$ cat config.mk
export PLATFORM = sky130hd
export DESIGN_NAME = register_write_score_text_parser_flat
export DESIGN_NICKNAME = d
export VERILOG_FILES = /design/src/design/rwstp_pkg.sv /design/src/design/rwstp_if.sv /design/src/design/rwstp_delay_unit.sv /design/src/design/register_write_score_text_parser.sv /design/src/flat_wrapper.sv
export SDC_FILE = /design/constraint.sdc
export NUM_CORES = 1
export LEC_CHECK = 0
export BUFFER_PORTS_ARGS = -buffer_cell sky130_fd_sc_hd__buf_2
export CAP_MARGIN = 20
export CORE_ASPECT_RATIO = 0.7
export CORE_UTILIZATION = 46
export CTS_BUF_LIST = sky130_fd_sc_hd__clkbuf_4
export DETAILED_ROUTE_END_ITERATION = 16
export PLACE_DENSITY = 0.7
export SKIP_LAST_GASP = 1
export SLEW_MARGIN = 0
export SYNTH_ARGS = -nofsm -noshare
export SYNTH_HDL_FRONTEND = slang
export SYNTH_SLANG_ARGS = --single-unit
$ cat constraint.sdc
create_clock -name clk -period 11.36 [get_ports clk]
set_clock_uncertainty 0.15 [all_clocks]
set_input_delay 1.136 -clock clk [delete_from_list [all_inputs] [get_ports clk]]
set_output_delay 1.136 -clock clk [all_outputs]
set_load 0.02 [all_outputs]
$ cat src/design/rwstp_pkg.sv
// Shared types, constants and character helpers for the score text parser.
`timescale 1ns / 1ps

package rwstp_pkg;

  localparam int unsigned ACCUM_WIDTH_DEF = 32;
  localparam logic [31:0] CHIP_RATE_RESET = 32'd49716;

  // result kinds
  localparam logic [1:0] KIND_WRITE = 2'd0;
  localparam logic [1:0] KIND_DELAY = 2'd1;
  localparam logic [1:0] KIND_END   = 2'd2;

  // characters
  localparam logic [7:0] CH_I      = 8'h69;  // 'i'
  localparam logic [7:0] CH_S      = 8'h73;  // 's'
  localparam logic [7:0] CH_R      = 8'h72;  // 'r'
  localparam logic [7:0] CH_LF     = 8'h0A;
  localparam logic [7:0] CH_CR     = 8'h0D;
  localparam logic [7:0] CH_TAB    = 8'h09;
  localparam logic [7:0] CH_SPACE  = 8'h20;
  localparam logic [7:0] CH_ZERO   = 8'h30;
  localparam logic [7:0] CH_NINE   = 8'h39;
  localparam logic [7:0] CH_LOW_A  = 8'h61;
  localparam logic [7:0] CH_LOW_F  = 8'h66;
  localparam logic [7:0] HEX_ALPHA_OFS = 8'h57;  // 'a' - 10

  typedef struct packed {
    logic [1:0]  kind;
    logic [15:0] address;
    logic [7:0]  value;
    logic [31:0] ticks;
    logic        last;
  } result_t;

  // status from the delay unit back to the sequencer
  typedef struct packed {
    logic        done;
    logic        emit;
    logic [31:0] ticks;
  } dly_res_t;

  function automatic logic is_ws(input logic [7:0] c);
    return ((c >= CH_TAB) && (c <= CH_CR)) || (c == CH_SPACE);
  endfunction

  function automatic logic is_dec(input logic [7:0] c);
    return (c >= CH_ZERO) && (c <= CH_NINE);
  endfunction

  function automatic logic is_hex(input logic [7:0] c);
    return is_dec(c) || ((c >= CH_LOW_A) && (c <= CH_LOW_F));
  endfunction

  function automatic logic [3:0] hex_val(input logic [7:0] c);
    logic [7:0] d;
    d = is_dec(c) ? (c - CH_ZERO) : (c - HEX_ALPHA_OFS);
    return d[3:0];
  endfunction

  function automatic logic is_eol(input logic [7:0] c);
    return (c == CH_LF) || (c == CH_CR);
  endfunction

endpackage

$ cat src/design/rwstp_if.sv
// Valid/ready channel interfaces for text bytes in and results out.
`timescale 1ns / 1ps

interface rwstp_in_if;
  logic       valid;
  logic       ready;
  logic [7:0] text_byte;
  logic       final_byte;

  modport source (output valid, output text_byte, output final_byte, input ready);
  modport sink   (input valid, input text_byte, input final_byte, output ready);
endinterface

interface rwstp_out_if;
  logic        valid;
  logic        ready;
  logic [1:0]  result_kind;
  logic [15:0] reg_address;
  logic [7:0]  reg_value;
  logic [31:0] delay_ticks;
  logic        last_of_run;

  modport source (output valid, output result_kind, output reg_address, output reg_value,
                  output delay_ticks, output last_of_run, input ready);
  modport sink   (input valid, input result_kind, input reg_address, input reg_value,
                  input delay_ticks, input last_of_run, output ready);
endinterface

$ cat src/design/rwstp_delay_unit.sv
// Iterative delay calculator: two shift-add multiplies and a restoring divide on one adder.
`timescale 1ns / 1ps

module rwstp_delay_unit #(
  parameter int unsigned ACCUM_WIDTH = rwstp_pkg::ACCUM_WIDTH_DEF
) (
  input  logic                   clk,
  input  logic                   rst_n,
  input  logic                   start,
  input  logic [ACCUM_WIDTH-1:0] int_part,
  input  logic [ACCUM_WIDTH-1:0] frac_part,
  input  logic [ACCUM_WIDTH-1:0] frac_scale,
  input  logic [31:0]            chip_rate,
  output rwstp_pkg::dly_res_t    res
);

  localparam int unsigned W  = ACCUM_WIDTH;
  localparam int unsigned CW = $clog2(W);

  typedef logic [W-1:0] acc_t;

  typedef enum logic [2:0] {
    U_IDLE, U_MUL1, U_ADD1, U_MUL2, U_ADD2, U_DIV, U_DONE
  } ust_t;

  ust_t          ust_r, ust_nxt;
  logic [CW-1:0] cnt_r, cnt_nxt;
  acc_t          int_r, int_nxt;
  acc_t          frac_r, frac_nxt;
  acc_t          scale_r, scale_nxt;
  acc_t          acc_r, acc_nxt;
  acc_t          div_r, div_nxt;
  acc_t          rem_r, rem_nxt;
  acc_t          q_r, q_nxt;
  logic          emit_r, emit_nxt;

  acc_t          rate_w;
  acc_t          addend;
  logic [W:0]    opa, opb;
  logic          sub;
  logic [W+1:0]  sum;
  logic          ge;

  assign rate_w = acc_t'(chip_rate);

  // shared adder / subtractor
  always_comb begin
    opa    = '0;
    opb    = '0;
    sub    = 1'b0;
    addend = '0;
    case (ust_r)
      U_MUL1: begin
        addend = scale_r[cnt_r] ? int_r : acc_t'(0);
        opa    = {1'b0, acc_r << 1};
        opb    = {1'b0, addend};
      end
      U_MUL2: begin
        addend = scale_r[cnt_r] ? rate_w : acc_t'(0);
        opa    = {1'b0, acc_r << 1};
        opb    = {1'b0, addend};
      end
      U_ADD1: begin
        opa = {1'b0, acc_r};
        opb = {1'b0, frac_r};
      end
      U_ADD2: begin
        opa = {1'b0, acc_r};
        opb = {1'b0, div_r >> 1};
      end
      U_DIV: begin
        opa = {rem_r, q_r[W-1]};
        opb = {1'b0, div_r};
        sub = 1'b1;
      end
      default: begin
        opa = '0;
      end
    endcase
    sum = {1'b0, opa} + ({1'b0, opb} ^ {(W+2){sub}}) + {{(W+1){1'b0}}, sub};
    ge  = ~sum[W+1];
  end

  always_comb begin
    ust_nxt   = ust_r;
    cnt_nxt   = cnt_r;
    int_nxt   = int_r;
    frac_nxt  = frac_r;
    scale_nxt = scale_r;
    acc_nxt   = acc_r;
    div_nxt   = div_r;
    rem_nxt   = rem_r;
    q_nxt     = q_r;
    emit_nxt  = emit_r;
    case (ust_r)
      U_IDLE: begin
        if (start) begin
          int_nxt   = int_part;
          frac_nxt  = frac_part;
          scale_nxt = frac_scale;
          acc_nxt   = '0;
          cnt_nxt   = CW'(W - 1);
          ust_nxt   = U_MUL1;
        end
      end
      U_MUL1: begin
        acc_nxt = sum[W-1:0];
        cnt_nxt = cnt_r - 1'b1;
        if (cnt_r == '0) ust_nxt = U_ADD1;
      end
      U_ADD1: begin
        div_nxt  = sum[W-1:0];
        emit_nxt = (sum[W-1:0] != '0);
        acc_nxt  = '0;
        cnt_nxt  = CW'(W - 1);
        // zero divisor: nothing to compute
        ust_nxt  = (sum[W-1:0] != '0) ? U_MUL2 : U_DONE;
      end
      U_MUL2: begin
        acc_nxt = sum[W-1:0];
        cnt_nxt = cnt_r - 1'b1;
        if (cnt_r == '0) ust_nxt = U_ADD2;
      end
      U_ADD2: begin
        q_nxt   = sum[W-1:0];
        rem_nxt = '0;
        cnt_nxt = CW'(W - 1);
        ust_nxt = U_DIV;
      end
      U_DIV: begin
        rem_nxt = ge ? sum[W-1:0] : opa[W-1:0];
        q_nxt   = {q_r[W-2:0], ge};
        cnt_nxt = cnt_r - 1'b1;
        if (cnt_r == '0) ust_nxt = U_DONE;
      end
      U_DONE: begin
        ust_nxt = U_IDLE;
      end
      default: begin
        ust_nxt = U_IDLE;
      end
    endcase
  end

  always_ff @(posedge clk) begin
    if (!rst_n) begin
      ust_r  <= U_IDLE;
      cnt_r  <= '0;
      emit_r <= 1'b0;
    end else begin
      ust_r  <= ust_nxt;
      cnt_r  <= cnt_nxt;
      emit_r <= emit_nxt;
    end
    int_r   <= int_nxt;
    frac_r  <= frac_nxt;
    scale_r <= scale_nxt;
    acc_r   <= acc_nxt;
    div_r   <= div_nxt;
    rem_r   <= rem_nxt;
    q_r     <= q_nxt;
  end

  assign res.done  = (ust_r == U_DONE);
  assign res.emit  = emit_r && (q_r != '0);
  assign res.ticks = 32'(q_r);

endmodule

$ cat src/design/register_write_score_text_parser.sv
// Top level: score text parser with byte-wise line decoding and a result queue.
// Bytes are taken one per cycle while the sequencer is idle and at most one result waits in
// the 3-entry queue; a write or end marker shows in the cycle after its byte, an end behind
// another result in the cycle after that one. A rate line stalls the input while the delay
// unit runs on its shared adder; a zero divisor skips its second multiply and the divide.
// Synchronous active-low reset: parser to line start, accumulators cleared, rate 49716.
`timescale 1ns / 1ps

module register_write_score_text_parser #(
  parameter int unsigned ACCUM_WIDTH = rwstp_pkg::ACCUM_WIDTH_DEF
) (
  input  logic              clk,
  input  logic              rst_n,
  rwstp_in_if.sink          in_if,
  rwstp_out_if.source       out_if,
  input  logic              cfg_we,
  input  logic [31:0]       cfg_wdata
);

  localparam int unsigned W     = ACCUM_WIDTH;
  localparam int unsigned QDEP  = 3;
  localparam int unsigned QIW   = $clog2(QDEP);

  typedef logic [W-1:0] acc_t;

  typedef enum logic [3:0] {
    M_START, M_SKIP, M_SC_SEEK, M_SC_NUM, M_R_INT, M_R_FRAC, M_W_ADDR, M_W_SEEK, M_W_VAL
  } mode_t;

  typedef enum logic [1:0] {S_IDLE, S_CALC, S_END} seq_t;

  mode_t               mode_r, mode_nxt;
  seq_t                st_r, st_nxt;
  logic                pend_end_r, pend_end_nxt;
  logic [31:0]         rate_r, rate_nxt;
  logic [7:0]          high_r, high_nxt;
  logic [7:0]          low_r, low_nxt;
  logic [7:0]          val_r, val_nxt;
  acc_t                int_r, int_nxt;
  acc_t                frac_r, frac_nxt;
  acc_t                scale_r, scale_nxt;

  rwstp_pkg::result_t  q_r [QDEP];
  logic [QIW-1:0]      head_r, head_nxt;
  logic [QIW-1:0]      tail_r, tail_nxt;
  logic [1:0]          cnt_r, cnt_nxt;

  // post-byte values, before the end-of-text clear
  mode_t               p_mode;
  logic [7:0]          p_high, p_low, p_val;
  acc_t                p_int, p_frac, p_scale;

  logic [7:0]          c;
  logic                fin;
  logic                in_fire;
  logic                out_fire;
  logic                emit_w;
  logic                start_d;
  logic                push;
  rwstp_pkg::result_t  push_data;
  rwstp_pkg::dly_res_t dres;
  logic [3:0]          dec_d;
  logic [3:0]          hex_d;

  assign c        = in_if.text_byte;
  assign fin      = in_if.final_byte;
  assign in_fire  = in_if.valid && in_if.ready;
  assign out_fire = out_if.valid && out_if.ready;
  assign dec_d    = 4'(c - rwstp_pkg::CH_ZERO);
  assign hex_d    = rwstp_pkg::hex_val(c);

  assign in_if.ready = (st_r == S_IDLE) && (cnt_r <= 2'd1);

  // line parser
  always_comb begin
    p_mode  = mode_r;
    p_high  = high_r;
    p_low   = low_r;
    p_val   = val_r;
    p_int   = int_r;
    p_frac  = frac_r;
    p_scale = scale_r;
    emit_w  = 1'b0;
    start_d = 1'b0;

    if (mode_r == M_START && !rwstp_pkg::is_ws(c)) begin
      p_low   = '0;
      p_val   = '0;
      p_int   = '0;
      p_frac  = '0;
      p_scale = acc_t'(1);
      if (c == rwstp_pkg::CH_I) begin
        p_mode = M_SKIP;
      end else if (c == rwstp_pkg::CH_S) begin
        p_high = '0;
        p_mode = M_SC_SEEK;
      end else if (c == rwstp_pkg::CH_R) begin
        p_mode = M_R_INT;
      end else if (rwstp_pkg::is_hex(c)) begin
        p_low  = {4'd0, hex_d};
        p_mode = M_W_ADDR;
      end else begin
        p_mode = M_W_SEEK;
      end
    end else begin
      case (mode_r)
        M_SKIP: begin
          if (rwstp_pkg::is_eol(c)) p_mode = M_START;
        end
        M_SC_SEEK: begin
          if (rwstp_pkg::is_dec(c)) begin
            p_high = {4'd0, dec_d};
            p_mode = M_SC_NUM;
          end
        end
        M_SC_NUM: begin
          if (rwstp_pkg::is_dec(c)) begin
            p_high = (high_r << 3) + (high_r << 1) + {4'd0, dec_d};
          end else begin
            p_mode = rwstp_pkg::is_eol(c) ? M_START : M_SKIP;
          end
        end
        M_R_INT: begin
          if (rwstp_pkg::is_dec(c)) begin
            p_int = (int_r << 3) + (int_r << 1) + acc_t'(dec_d);
          end else begin
            // any non-digit byte ends the integer digits
            p_mode = M_R_FRAC;
          end
        end
        M_R_FRAC: begin
          if (rwstp_pkg::is_dec(c)) begin
            p_frac  = (frac_r << 3) + (frac_r << 1) + acc_t'(dec_d);
            p_scale = (scale_r << 3) + (scale_r << 1);
          end else begin
            start_d = 1'b1;
            p_mode  = rwstp_pkg::is_eol(c) ? M_START : M_SKIP;
          end
        end
        M_W_ADDR: begin
          if (rwstp_pkg::is_hex(c)) p_low = {low_r[3:0], hex_d};
          else                      p_mode = M_W_SEEK;
        end
        M_W_SEEK: begin
          if (rwstp_pkg::is_hex(c)) begin
            p_val  = {4'd0, hex_d};
            p_mode = M_W_VAL;
          end
        end
        M_W_VAL: begin
          if (rwstp_pkg::is_hex(c)) begin
            p_val = {val_r[3:0], hex_d};
          end else begin
            emit_w = 1'b1;
            p_mode = rwstp_pkg::is_eol(c) ? M_START : M_SKIP;
          end
        end
        default: begin
          p_mode = mode_r;
        end
      endcase
    end

    // end of text flushes an open rate or write line
    if (fin) begin
      if (p_mode == M_R_INT || p_mode == M_R_FRAC) start_d = 1'b1;
      if (p_mode == M_W_ADDR || p_mode == M_W_SEEK || p_mode == M_W_VAL) emit_w = 1'b1;
    end
  end

  // sequencer, queue and register next values
  always_comb begin
    mode_nxt     = mode_r;
    high_nxt     = high_r;
    low_nxt      = low_r;
    val_nxt      = val_r;
    int_nxt      = int_r;
    frac_nxt     = frac_r;
    scale_nxt    = scale_r;
    rate_nxt     = cfg_we ? cfg_wdata : rate_r;
    st_nxt       = st_r;
    pend_end_nxt = pend_end_r;
    push         = 1'b0;
    push_data    = '0;

    if (in_fire) begin
      high_nxt = p_high;
      if (fin) begin
        mode_nxt  = M_START;
        low_nxt   = '0;
        val_nxt   = '0;
        int_nxt   = '0;
        frac_nxt  = '0;
        scale_nxt = acc_t'(1);
      end else begin
        mode_nxt  = p_mode;
        low_nxt   = p_low;
        val_nxt   = p_val;
        int_nxt   = p_int;
        frac_nxt  = p_frac;
        scale_nxt = p_scale;
      end
    end

    case (st_r)
      S_IDLE: begin
        if (in_fire) begin
          if (start_d) begin
            st_nxt       = S_CALC;
            pend_end_nxt = fin;
          end else if (emit_w) begin
            push              = 1'b1;
            push_data.kind    = rwstp_pkg::KIND_WRITE;
            push_data.address = {p_high, p_low};
            push_data.value   = p_val;
            push_data.last    = !fin;
            if (fin) st_nxt = S_END;
          end else if (fin) begin
            push           = 1'b1;
            push_data.kind = rwstp_pkg::KIND_END;
            push_data.last = 1'b1;
          end
        end
      end
      S_CALC: begin
        if (dres.done) begin
          if (dres.emit) begin
            push            = 1'b1;
            push_data.kind  = rwstp_pkg::KIND_DELAY;
            push_data.ticks = dres.ticks;
            push_data.last  = !pend_end_r;
          end
          st_nxt = pend_end_r ? S_END : S_IDLE;
        end
      end
      S_END: begin
        push           = 1'b1;
        push_data.kind = rwstp_pkg::KIND_END;
        push_data.last = 1'b1;
        st_nxt         = S_IDLE;
      end
      default: begin
        st_nxt = S_IDLE;
      end
    endcase

    tail_nxt = tail_r;
    head_nxt = head_r;
    if (push)     tail_nxt = (tail_r == QIW'(QDEP - 1)) ? '0 : tail_r + 1'b1;
    if (out_fire) head_nxt = (head_r == QIW'(QDEP - 1)) ? '0 : head_r + 1'b1;
    cnt_nxt = cnt_r + {1'b0, push} - {1'b0, out_fire};
  end

  always_ff @(posedge clk) begin
    if (!rst_n) begin
      mode_r     <= M_START;
      st_r       <= S_IDLE;
      pend_end_r <= 1'b0;
      rate_r     <= rwstp_pkg::CHIP_RATE_RESET;
      high_r     <= '0;
      low_r      <= '0;
      val_r      <= '0;
      int_r      <= '0;
      frac_r     <= '0;
      scale_r    <= acc_t'(1);
      head_r     <= '0;
      tail_r     <= '0;
      cnt_r      <= '0;
    end else begin
      mode_r     <= mode_nxt;
      st_r       <= st_nxt;
      pend_end_r <= pend_end_nxt;
      rate_r     <= rate_nxt;
      high_r     <= high_nxt;
      low_r      <= low_nxt;
      val_r      <= val_nxt;
      int_r      <= int_nxt;
      frac_r     <= frac_nxt;
      scale_r    <= scale_nxt;
      head_r     <= head_nxt;
      tail_r     <= tail_nxt;
      cnt_r      <= cnt_nxt;
      if (push) q_r[tail_r] <= push_data;
    end
  end

  rwstp_delay_unit #(
    .ACCUM_WIDTH (ACCUM_WIDTH)
  ) u_delay (
    .clk        (clk),
    .rst_n      (rst_n),
    .start      (in_fire && start_d),
    .int_part   (p_int),
    .frac_part  (p_frac),
    .frac_scale (p_scale),
    .chip_rate  (rate_r),
    .res        (dres)
  );

  assign out_if.valid       = (cnt_r != 2'd0);
  assign out_if.result_kind = q_r[head_r].kind;
  assign out_if.reg_address = q_r[head_r].address;
  assign out_if.reg_value   = q_r[head_r].value;
  assign out_if.delay_ticks = q_r[head_r].ticks;
  assign out_if.last_of_run = q_r[head_r].last;

  a_queue_no_overflow: assert property (@(posedge clk) disable iff (!rst_n)
    (push && !out_fire) |-> (cnt_r != 2'd3))
    else $error("result queue overflow");

  a_done_only_in_calc: assert property (@(posedge clk) disable iff (!rst_n)
    dres.done |-> (st_r == S_CALC))
    else $error("delay unit finished outside of a calculation");

  a_end_is_last: assert property (@(posedge clk) disable iff (!rst_n)
    (out_if.valid && out_if.result_kind == rwstp_pkg::KIND_END) |-> out_if.last_of_run)
    else $error("end marker not flagged as last item");

  a_calc_stalls_input: assert property (@(posedge clk) disable iff (!rst_n)
    (in_fire && start_d) |=> (!in_if.ready && st_r == S_CALC))
    else $error("input not stalled during delay calculation");

endmodule

$ cat src/flat_wrapper.sv
// flat-port wrapper written by rule: the top's interface ports become plain ports
module register_write_score_text_parser_flat 
#(
  parameter int unsigned ACCUM_WIDTH = rwstp_pkg::ACCUM_WIDTH_DEF
)
  (clk, rst_n, cfg_we, cfg_wdata, in_if_valid, in_if_text_byte, in_if_final_byte, in_if_ready, out_if_valid, out_if_result_kind, out_if_reg_address, out_if_reg_value, out_if_delay_ticks, out_if_last_of_run, out_if_ready);
  rwstp_in_if in_if_i ();
  rwstp_out_if out_if_i ();
  input  logic clk;
  input  logic rst_n;
  input  logic cfg_we;
  input  logic [31:0] cfg_wdata;
  input wire logic [$bits(in_if_i.valid)-1:0] in_if_valid;
  input wire logic [$bits(in_if_i.text_byte)-1:0] in_if_text_byte;
  input wire logic [$bits(in_if_i.final_byte)-1:0] in_if_final_byte;
  output wire logic [$bits(in_if_i.ready)-1:0] in_if_ready;
  output wire logic [$bits(out_if_i.valid)-1:0] out_if_valid;
  output wire logic [$bits(out_if_i.result_kind)-1:0] out_if_result_kind;
  output wire logic [$bits(out_if_i.reg_address)-1:0] out_if_reg_address;
  output wire logic [$bits(out_if_i.reg_value)-1:0] out_if_reg_value;
  output wire logic [$bits(out_if_i.delay_ticks)-1:0] out_if_delay_ticks;
  output wire logic [$bits(out_if_i.last_of_run)-1:0] out_if_last_of_run;
  input wire logic [$bits(out_if_i.ready)-1:0] out_if_ready;
  assign in_if_i.valid = in_if_valid;
  assign in_if_i.text_byte = in_if_text_byte;
  assign in_if_i.final_byte = in_if_final_byte;
  assign in_if_ready = in_if_i.ready;
  assign out_if_valid = out_if_i.valid;
  assign out_if_result_kind = out_if_i.result_kind;
  assign out_if_reg_address = out_if_i.reg_address;
  assign out_if_reg_value = out_if_i.reg_value;
  assign out_if_delay_ticks = out_if_i.delay_ticks;
  assign out_if_last_of_run = out_if_i.last_of_run;
  assign out_if_i.ready = out_if_ready;
  register_write_score_text_parser #(.ACCUM_WIDTH(ACCUM_WIDTH)) u_core (.clk(clk), .rst_n(rst_n), .in_if(in_if_i), .out_if(out_if_i), .cfg_we(cfg_we), .cfg_wdata(cfg_wdata));
endmodule
== Word-level counts from Yosys, hierarchy flattened ==
Memory sizes are Yosys's and may differ from the RTL's. A register that Yosys moved wholly into a read port is not among the register bits.
Cells that the tools add are included.
Storage, ports and cells
  register bits after elaboration: 398
  latch bits: 0
  bits in writable memories: 177
  bits in read-only memories: 0
  input port bits: 46
  output and inout port bits: 61
  word-level logic and storage cells: 239
  memories: 1
Cells by class
  add/sub/neg operators: 16
  multipliers: 0
  div/mod/pow operators: 0
  order comparisons: 8
  eq/ne operators: 37
  shifts and indexed selects: 0
  multiplexer cells: 114
  bitwise operators: 2
  reductions and logical operators: 38
Memory list
  u_core.q_r: depth 3, width 59, rd ports 1, clocked after memory_dff 1, write ports 1, line register_write_score_text_parser.sv:43  | rwstp_pkg::result_t q_r [QDEP];
Operator list (number)
  32-bit 2-to-1 mux: 17
  32-bit case mux with 5 select lines: 1
  8-bit 2-to-1 mux: 16
  32-bit case mux with 2 select lines: 2
  33-bit case mux with 3 select lines: 1
  32-bit adder: 3
  32-bit case mux with 3 select lines: 1
  33-bit 2-to-1 mux: 2
  32-bit by 4-bit adder with 32-bit output: 2
  32-bit nonzero test: 2
  4-bit 2-to-1 mux: 14
  26-bit 2-to-1 mux: 2
  24-bit 2-to-1 mux: 2
  33-bit by 34-bit adder with 34-bit output: 1
  34-bit by 1-bit adder with 34-bit output: 1
  33-bit by 34-bit XOR with 34-bit output: 1
  4-bit by 3-bit equality test with 1-bit output (second input constant): 8
  8-bit case mux with 2 select lines: 2
  1-bit 2-to-1 mux: 28
  4-bit case mux with 7 select lines: 1
  8-bit by 7-bit equality test with 1-bit output (second input constant): 3
  2-bit 2-to-1 mux: 12
  3-bit case mux with 6 select lines: 1
  8-bit by 4-bit equality test with 1-bit output (second input constant): 2
  51 further kinds: 90

== Depth between registers and ports, before layout ==
  depth after elaboration: 20
  depth in mapped cells: 23
  gate-level depth less buffers: 18

== Cells and area by module ==
Synthesis repeated with hierarchy kept, for this count alone.
Second synthesis, totals
  cells, all modules: 3365
  area total of the unflattened synthesis: 33328.2 µm²
Modules (own cells, without submodules)
  register_write_score_text_parser: times used 1, cells each 2210, area each 20642.3 µm², seq. area each 8658.3 µm²
  rwstp_delay_unit: times used 1, cells each 1155, area each 12685.9 µm², seq. area each 6906.6 µm²

== Least setup slack after synthesis ==
Ideal clock, no wire load.
  path kind: input-to-reg
  from: in in_if_text_byte[0]
  to: mem u_core.q_r[2][0] (netlist bit), enable pin
  library setup time: 561 ps
  data arrival time: 7781 ps
  data required time: 10649 ps
  path slack: 2869 ps
  cell stages on the path: 13
  buffers on the path: 1
  path through: inv_1 -> ha_1 -> o21bai_1 -> a211o_1 -> and2_1 -> buf_2 -> a211o_1 -> a21o_1 -> a32o_1 -> nor3_1 -> o31a_1 -> nand2_1 -> nor3b_1
Between the ends
  cells in the longest elaborated chain, start to end: 20
  elaborated cells on any way between the ends: 59
  those cells by class: order compare: 6; eq/ne: 11; mux: 31; reduce/logical: 11
Ends and longest elaborated chain
  start, declared: line flat_wrapper.sv:14  | input wire logic [$bits(in_if_i.text_byte)-1:0] in_if_text_byte;
  8-bit by 6-bit greater-or-equal comparator with 1-bit output, or another cell as far along: line rwstp_pkg.sv:48  | return (c >= CH_ZERO) && (c <= CH_NINE);
  1-bit logical AND, on equally long branches: line rwstp_pkg.sv:48, rwstp_pkg.sv:52
  1-bit logical OR: line rwstp_pkg.sv:52  | return is_dec(c) || ((c >= CH_LOW_A) && (c <= CH_LOW_F));
  1-bit 2-to-1 mux: line register_write_score_text_parser.sv:99, register_write_score_text_parser.sv:151
  4-bit 2-to-1 mux: line register_write_score_text_parser.sv:97  | end else if (c == rwstp_pkg::CH_R) begin
  4-bit 2-to-1 mux: line register_write_score_text_parser.sv:94  | end else if (c == rwstp_pkg::CH_S) begin
  4-bit 2-to-1 mux: line register_write_score_text_parser.sv:92  | if (c == rwstp_pkg::CH_I) begin
  4-bit 2-to-1 mux: line register_write_score_text_parser.sv:86  | if (mode_r == M_START && !rwstp_pkg::is_ws(c)) begin
  (+5 left out)
  1-bit 2-to-1 mux: line register_write_score_text_parser.sv:211  | end else if (emit_w) begin
  1-bit 2-to-1 mux *: line register_write_score_text_parser.sv:208  | if (start_d) begin
  1-bit 2-to-1 mux *: line register_write_score_text_parser.sv:207  | if (in_fire) begin
  1-bit case mux with 3 select lines *: line register_write_score_text_parser.sv:205  | case (st_r)
  net u_core.push: line register_write_score_text_parser.sv:59  | logic push;
  1-bit 2-to-1 mux *: line register_write_score_text_parser.sv:283  | if (push) q_r[tail_r] <= push_data;
  1-bit 2-to-1 mux *: line register_write_score_text_parser.sv:255  | if (!rst_n) begin
  1-bit 2-to-1 mux (implied by the code) *: line register_write_score_text_parser.sv:283
  end, declared: line register_write_score_text_parser.sv:43
The timed path passes the listed nets; every way through them passes the cells marked *.

== Worst setup path in the final report ==
  from: reg u_core.u_delay.cnt_r[1]
  to: reg u_core.u_delay.rem_r[3] (data pin)
Between the ends
  cells in the longest elaborated chain, start to end: 9
  elaborated cells on any way between the ends: 10
  those cells by class: add/sub: 2; mux: 7; bitwise: 1
Ends and longest elaborated chain
  start, declared: line rwstp_delay_unit.sv:27  | logic [CW-1:0] cnt_r, cnt_nxt;
  start signal, assigned: line rwstp_delay_unit.sv:152  | cnt_r <= cnt_nxt;
  1-bit binary-select mux with 5-bit select *: line rwstp_delay_unit.sv:54, rwstp_delay_unit.sv:59
  1-bit 2-to-1 mux (implied by the code) *: line rwstp_delay_unit.sv:54, rwstp_delay_unit.sv:59
  32-bit 2-to-1 mux, on equally long branches: line rwstp_delay_unit.sv:59, rwstp_delay_unit.sv:54
  32-bit case mux with 5 select lines *: line rwstp_delay_unit.sv:52  | case (ust_r)
  33-bit by 34-bit XOR with 34-bit output *: line rwstp_delay_unit.sv:80  | sum = {1'b0, opa} + ({1'b0, opb} ^ {(W+2){sub}}) + {{(W+1){1'b0}}, sub};
  33-bit by 34-bit adder with 34-bit output *: line rwstp_delay_unit.sv:80
  34-bit by 1-bit adder with 34-bit output *: line rwstp_delay_unit.sv:80
  32-bit 2-to-1 mux *: line rwstp_delay_unit.sv:131  | rem_nxt = ge ? sum[W-1:0] : opa[W-1:0];
  32-bit case mux with 2 select lines *: line rwstp_delay_unit.sv:95  | case (ust_r)
  end signal, assigned: line rwstp_delay_unit.sv:160  | rem_r <= rem_nxt;
  end, declared: line rwstp_delay_unit.sv:33  | acc_t rem_r, rem_nxt;
Every way passes the cells marked *; elsewhere a longest branch is shown, timed or not. The select of a mux whose other input is x is not followed.
A chain may end at the register's enable or synchronous reset.

==> impl_results.md <==
* Outcome: complete, no violations
* DP Area at 34500 um^2
* Final Cell Area at 36600 um^2
* Vias in the first global route at 24516
* Clock sink count at between 500 and 600
* Multi-input logic area at between 15000 and 20000 um^2
* Largest net degree at the start of global routing at 119
* DRC at 0
* Pleak at approximately 14 nW
* Delay of the slowest critical-path stage at between 0.8 and 0.9 ns
* Synth cell types at 96
* Fmax at about 0.15 GHz
* #FFs+latches synth at about 580
* Combinational share of power at between 30% and 40%
* Worst Setup Start Kind: flip-flop
* Max FO, Critical Path at 40
* Kind of critical path: reg2reg
* EDFF count, synth at approximately 400
* Initial Utilization at 46.4%
* # port buffers at 106
* Worst setup margin at 4.75 ns
* Setup TNS at 0 ns
* Post-route ant nets at 0
* CTS buffer count at ~140
* DIE WIDTH at ~320 um
* Minimum clock period at 6.61 ns
* Worst-margin pin slew at 1.08 ns
* Final-report hold violation count at 0
* Mapped Avg Cell Area at 9.89 um^2
* Cell count after synthesis at approximately 3400
* Root Buffer Master: clkbuf_4
* Internal at 4.18 mW
* Post-synthesis sequential area ratio at a little under half
* Critical path's top delay family: compound AO/OA/AOI/OAI gates
* CTS max path bufs at 3
* First-pass GRT wire length at between 100000 and 150000 um
* Iter 0 DRT Violations at 2368
* Place WS at 4.87 ns
* # IOs at roughly 110
* Worst min-delay path class: in2reg
* Routed wire length at ~90000 um
* Dpl cells at roughly 4300
* Top_reg_cell synth: edfxtp_1
* Final setup fails at 0
* Most common cell after layout, fill and taps aside: edfxtp_1
* Hold-fix buffers at CTS at 0
* Buffers & Inverters on Critical Path at 0
* MaxCap Viol Count at 0
* DR WL/cell at between 15 and 20 um
* Die height at between 200 and 250 um
* Power density over the cells at 181 nW/um^2
* Initial antenna violation count at 4
* Seq. cell area at 15600 um^2
* Non-filler cells, final at 4538
* P_sw at 2.43 mW
* Asr flop ratio synth at 0%
* Worst rel slew slack at 27.5%
* Max-slew violation count at 0
* RD Place Congestion at 0.956
* Worst-path clk slew at 0.07 ns
* CTS resizes at 0
* Synth warn at 0
* Critical Path AT at 7.14 ns
* Clk pwr share at 28.5%
* Full die area at 73300 um^2
* Post-CTS Setup Repair Bufs at 0
* Rows at between 80 and 90
* CTS tree: yes
* Total congestion overflow at 0
* Slowest stage cell, crit path: a21o_2
* Core Area at 71500 um^2
* Worst Hold Slack at 0.235 ns
* Maximum vdd ir drop at 101 uV
* Layout cell share with drive strength beyond 1 at 12.8%
* Critical-path cell list: mux4_2 -> mux2i_1 -> mux4_2 -> or2_2 -> o21ai_0 -> ha_1 -> and3_1 -> and2_1 -> a211oi_1 -> o41ai_1 -> o21ai_4 -> o311ai_2 -> a31o_1 -> a21o_2 -> mux2i_1 -> nor2_1
* Area Overhead vs Synth at 10.1%
* Reg power frac at ~41%
* H-tree depth at 4
* Later-pin clock latency in the skew report at 1.00 ns
* Most frequent cells in the layout: edfxtp_1 (401), nand2_1 (370), nor2_1 (327)
* Vias per cell at 5.83
* GRT Total Usage at 24.4%
* Switching portion of total power at 36.7%
* Nets at 3699
* Fillers at 6512
* HPWL reported at the end of detailed placement at 61700 um
* RSZ-0062 raised after global routing: false
* Worst Path Required at 11.90 ns
* Syn nets at 3607
* Via Count at 26471
* Crit. End Element: flip-flop
* Syn Std Cell Area at 33200 um^2
* Initial DRT Pass Iterations at 5
* Fin crit share at 58.2%
[per-layer routing]
metal  track usage (%)  up-vias  wire length (um)
met5                 0        -                13
met2              35.0      993             38100
met1              36.0    12610             42900
met3              5.59      132              7320
met4              8.13        2              1810
li1                  -    12734                 -
[state kept, by name, indices dropped and copies added, names as in the netlist, 2 cells and up, named ones only]
register	cells
u_core.u_delay.acc_r	32
u_core.low_r	8
u_core.rate_r	32
u_core.u_delay.div_r	32
u_core.int_r	32
u_core.val_r	8
u_core.u_delay.q_r	32
u_core.scale_r	32
u_core.u_delay.ust_r	3
u_core.u_delay.rem_r	32
u_core.q_r	177
u_core.cnt_r	2
u_core.mode_r	4
u_core.st_r	2
u_core.u_delay.int_r	32
u_core.u_delay.frac_r	32
u_core.u_delay.scale_r	32
u_core.head_r	2
u_core.tail_r	2
u_core.frac_r	32
u_core.u_delay.cnt_r	5
u_core.high_r	8
[Yosys cell counts (26+ instances only)]
cell,count,area (um^2)
nor3_1,56,280
and3_1,49,307
xor2_1,28,245
a21o_1,51,383
a211oi_1,43,323
mux2i_1,202,2020
ha_1,195,2440
a21oi_1,218,1090
nand2b_1,26,163
and2_1,57,357
nor2_1,329,1230
dfxtp_1,176,3520
o21ai_0,214,1070
clkbuf_1,169,634
xnor2_1,61,534
o21a_1,27,203
a31oi_1,27,169
o22ai_1,36,225
edfxtp_1,401,12000
inv_1,87,327
nand2_1,372,1400
a22oi_1,98,736
nand3_1,61,305
[layout make-up]
cell class                 instances  share of cell area (%)
clock buffer                     224                    4.60
inverter                          91                   0.944
timing repair buffer             146                    2.40
tap                              966                    3.31
clock inverter                    36                   0.749
sequential                       577                    42.6
antenna                            7                  0.0479
multi-input combinational       2491                    45.4
[kinds of logic (layout without fill, tap and decap cells)]
kind of cell | count (synthesis) | in the layout | synth area share, %
XOR/XNOR | 89 | 89 | 2.35
multiplexers | 212 | 212 | 6.74
buffers and inverters | 290 | 497 | 3.40
other | 0 | 7 | 0
flip-flops | 577 | 577 | 46.9
adder cells (fa/ha/maj) | 203 | 203 | 7.83
AND/OR/NAND/NOR | 1087 | 1087 | 15.1
AO/OA/AOI/OAI | 900 | 900 | 17.7
[power groups by stage]
stage          Sequential [mW]  Clock [mW]  Combinational [mW]
6_report                  2.68        1.88                2.04
5_1_grt                   2.70        2.03                2.21
4_1_cts                   2.71        1.93                1.98
3_5_place_dp              2.75           0                1.97
3_3_place_gp              2.75           0                1.96
2_1_floorplan             2.64           0                1.44
[metrics by stage]
stage	util (%)	total power [mW]
detailed placement	48.3	4.72
finish	51.1	6.60
CTS	51.0	6.61
global route	51.1	6.94
global placement	48.3	4.71
floorplan	-	4.08
[worst reg2reg max path: stages (launching register included)]
cell and delay (ns):
dfxtp_1 0.68, mux4_2 0.58, mux2i_1 0.14, mux4_2 0.32, or2_2 0.55, o21ai_0 0.22, ha_1 0.51, and3_1 0.28
and2_1 0.24, a211oi_1 0.09, o41ai_1 0.57, o21ai_4 0.18, o311ai_2 0.37, a31o_1 0.20, a21o_2 0.84, mux2i_1 0.32
nor2_1 0.07
[worst paths after layout]
path,start,to,slack [ns],cells past startpoint
worst max-delay path,u_core.u_delay.cnt_r[1],u_core.u_delay.rem_r[3],4.75,16
worst min-delay path,cfg_wdata[5],u_core.rate_r[5],0.23,3
worst max register to register,u_core.u_delay.cnt_r[1],u_core.u_delay.rem_r[3],4.75,16
worst min register to register,u_core.high_r[7],u_core.high_r[7],0.32,2
No activity file was read; power rests on OpenSTA's default activity.
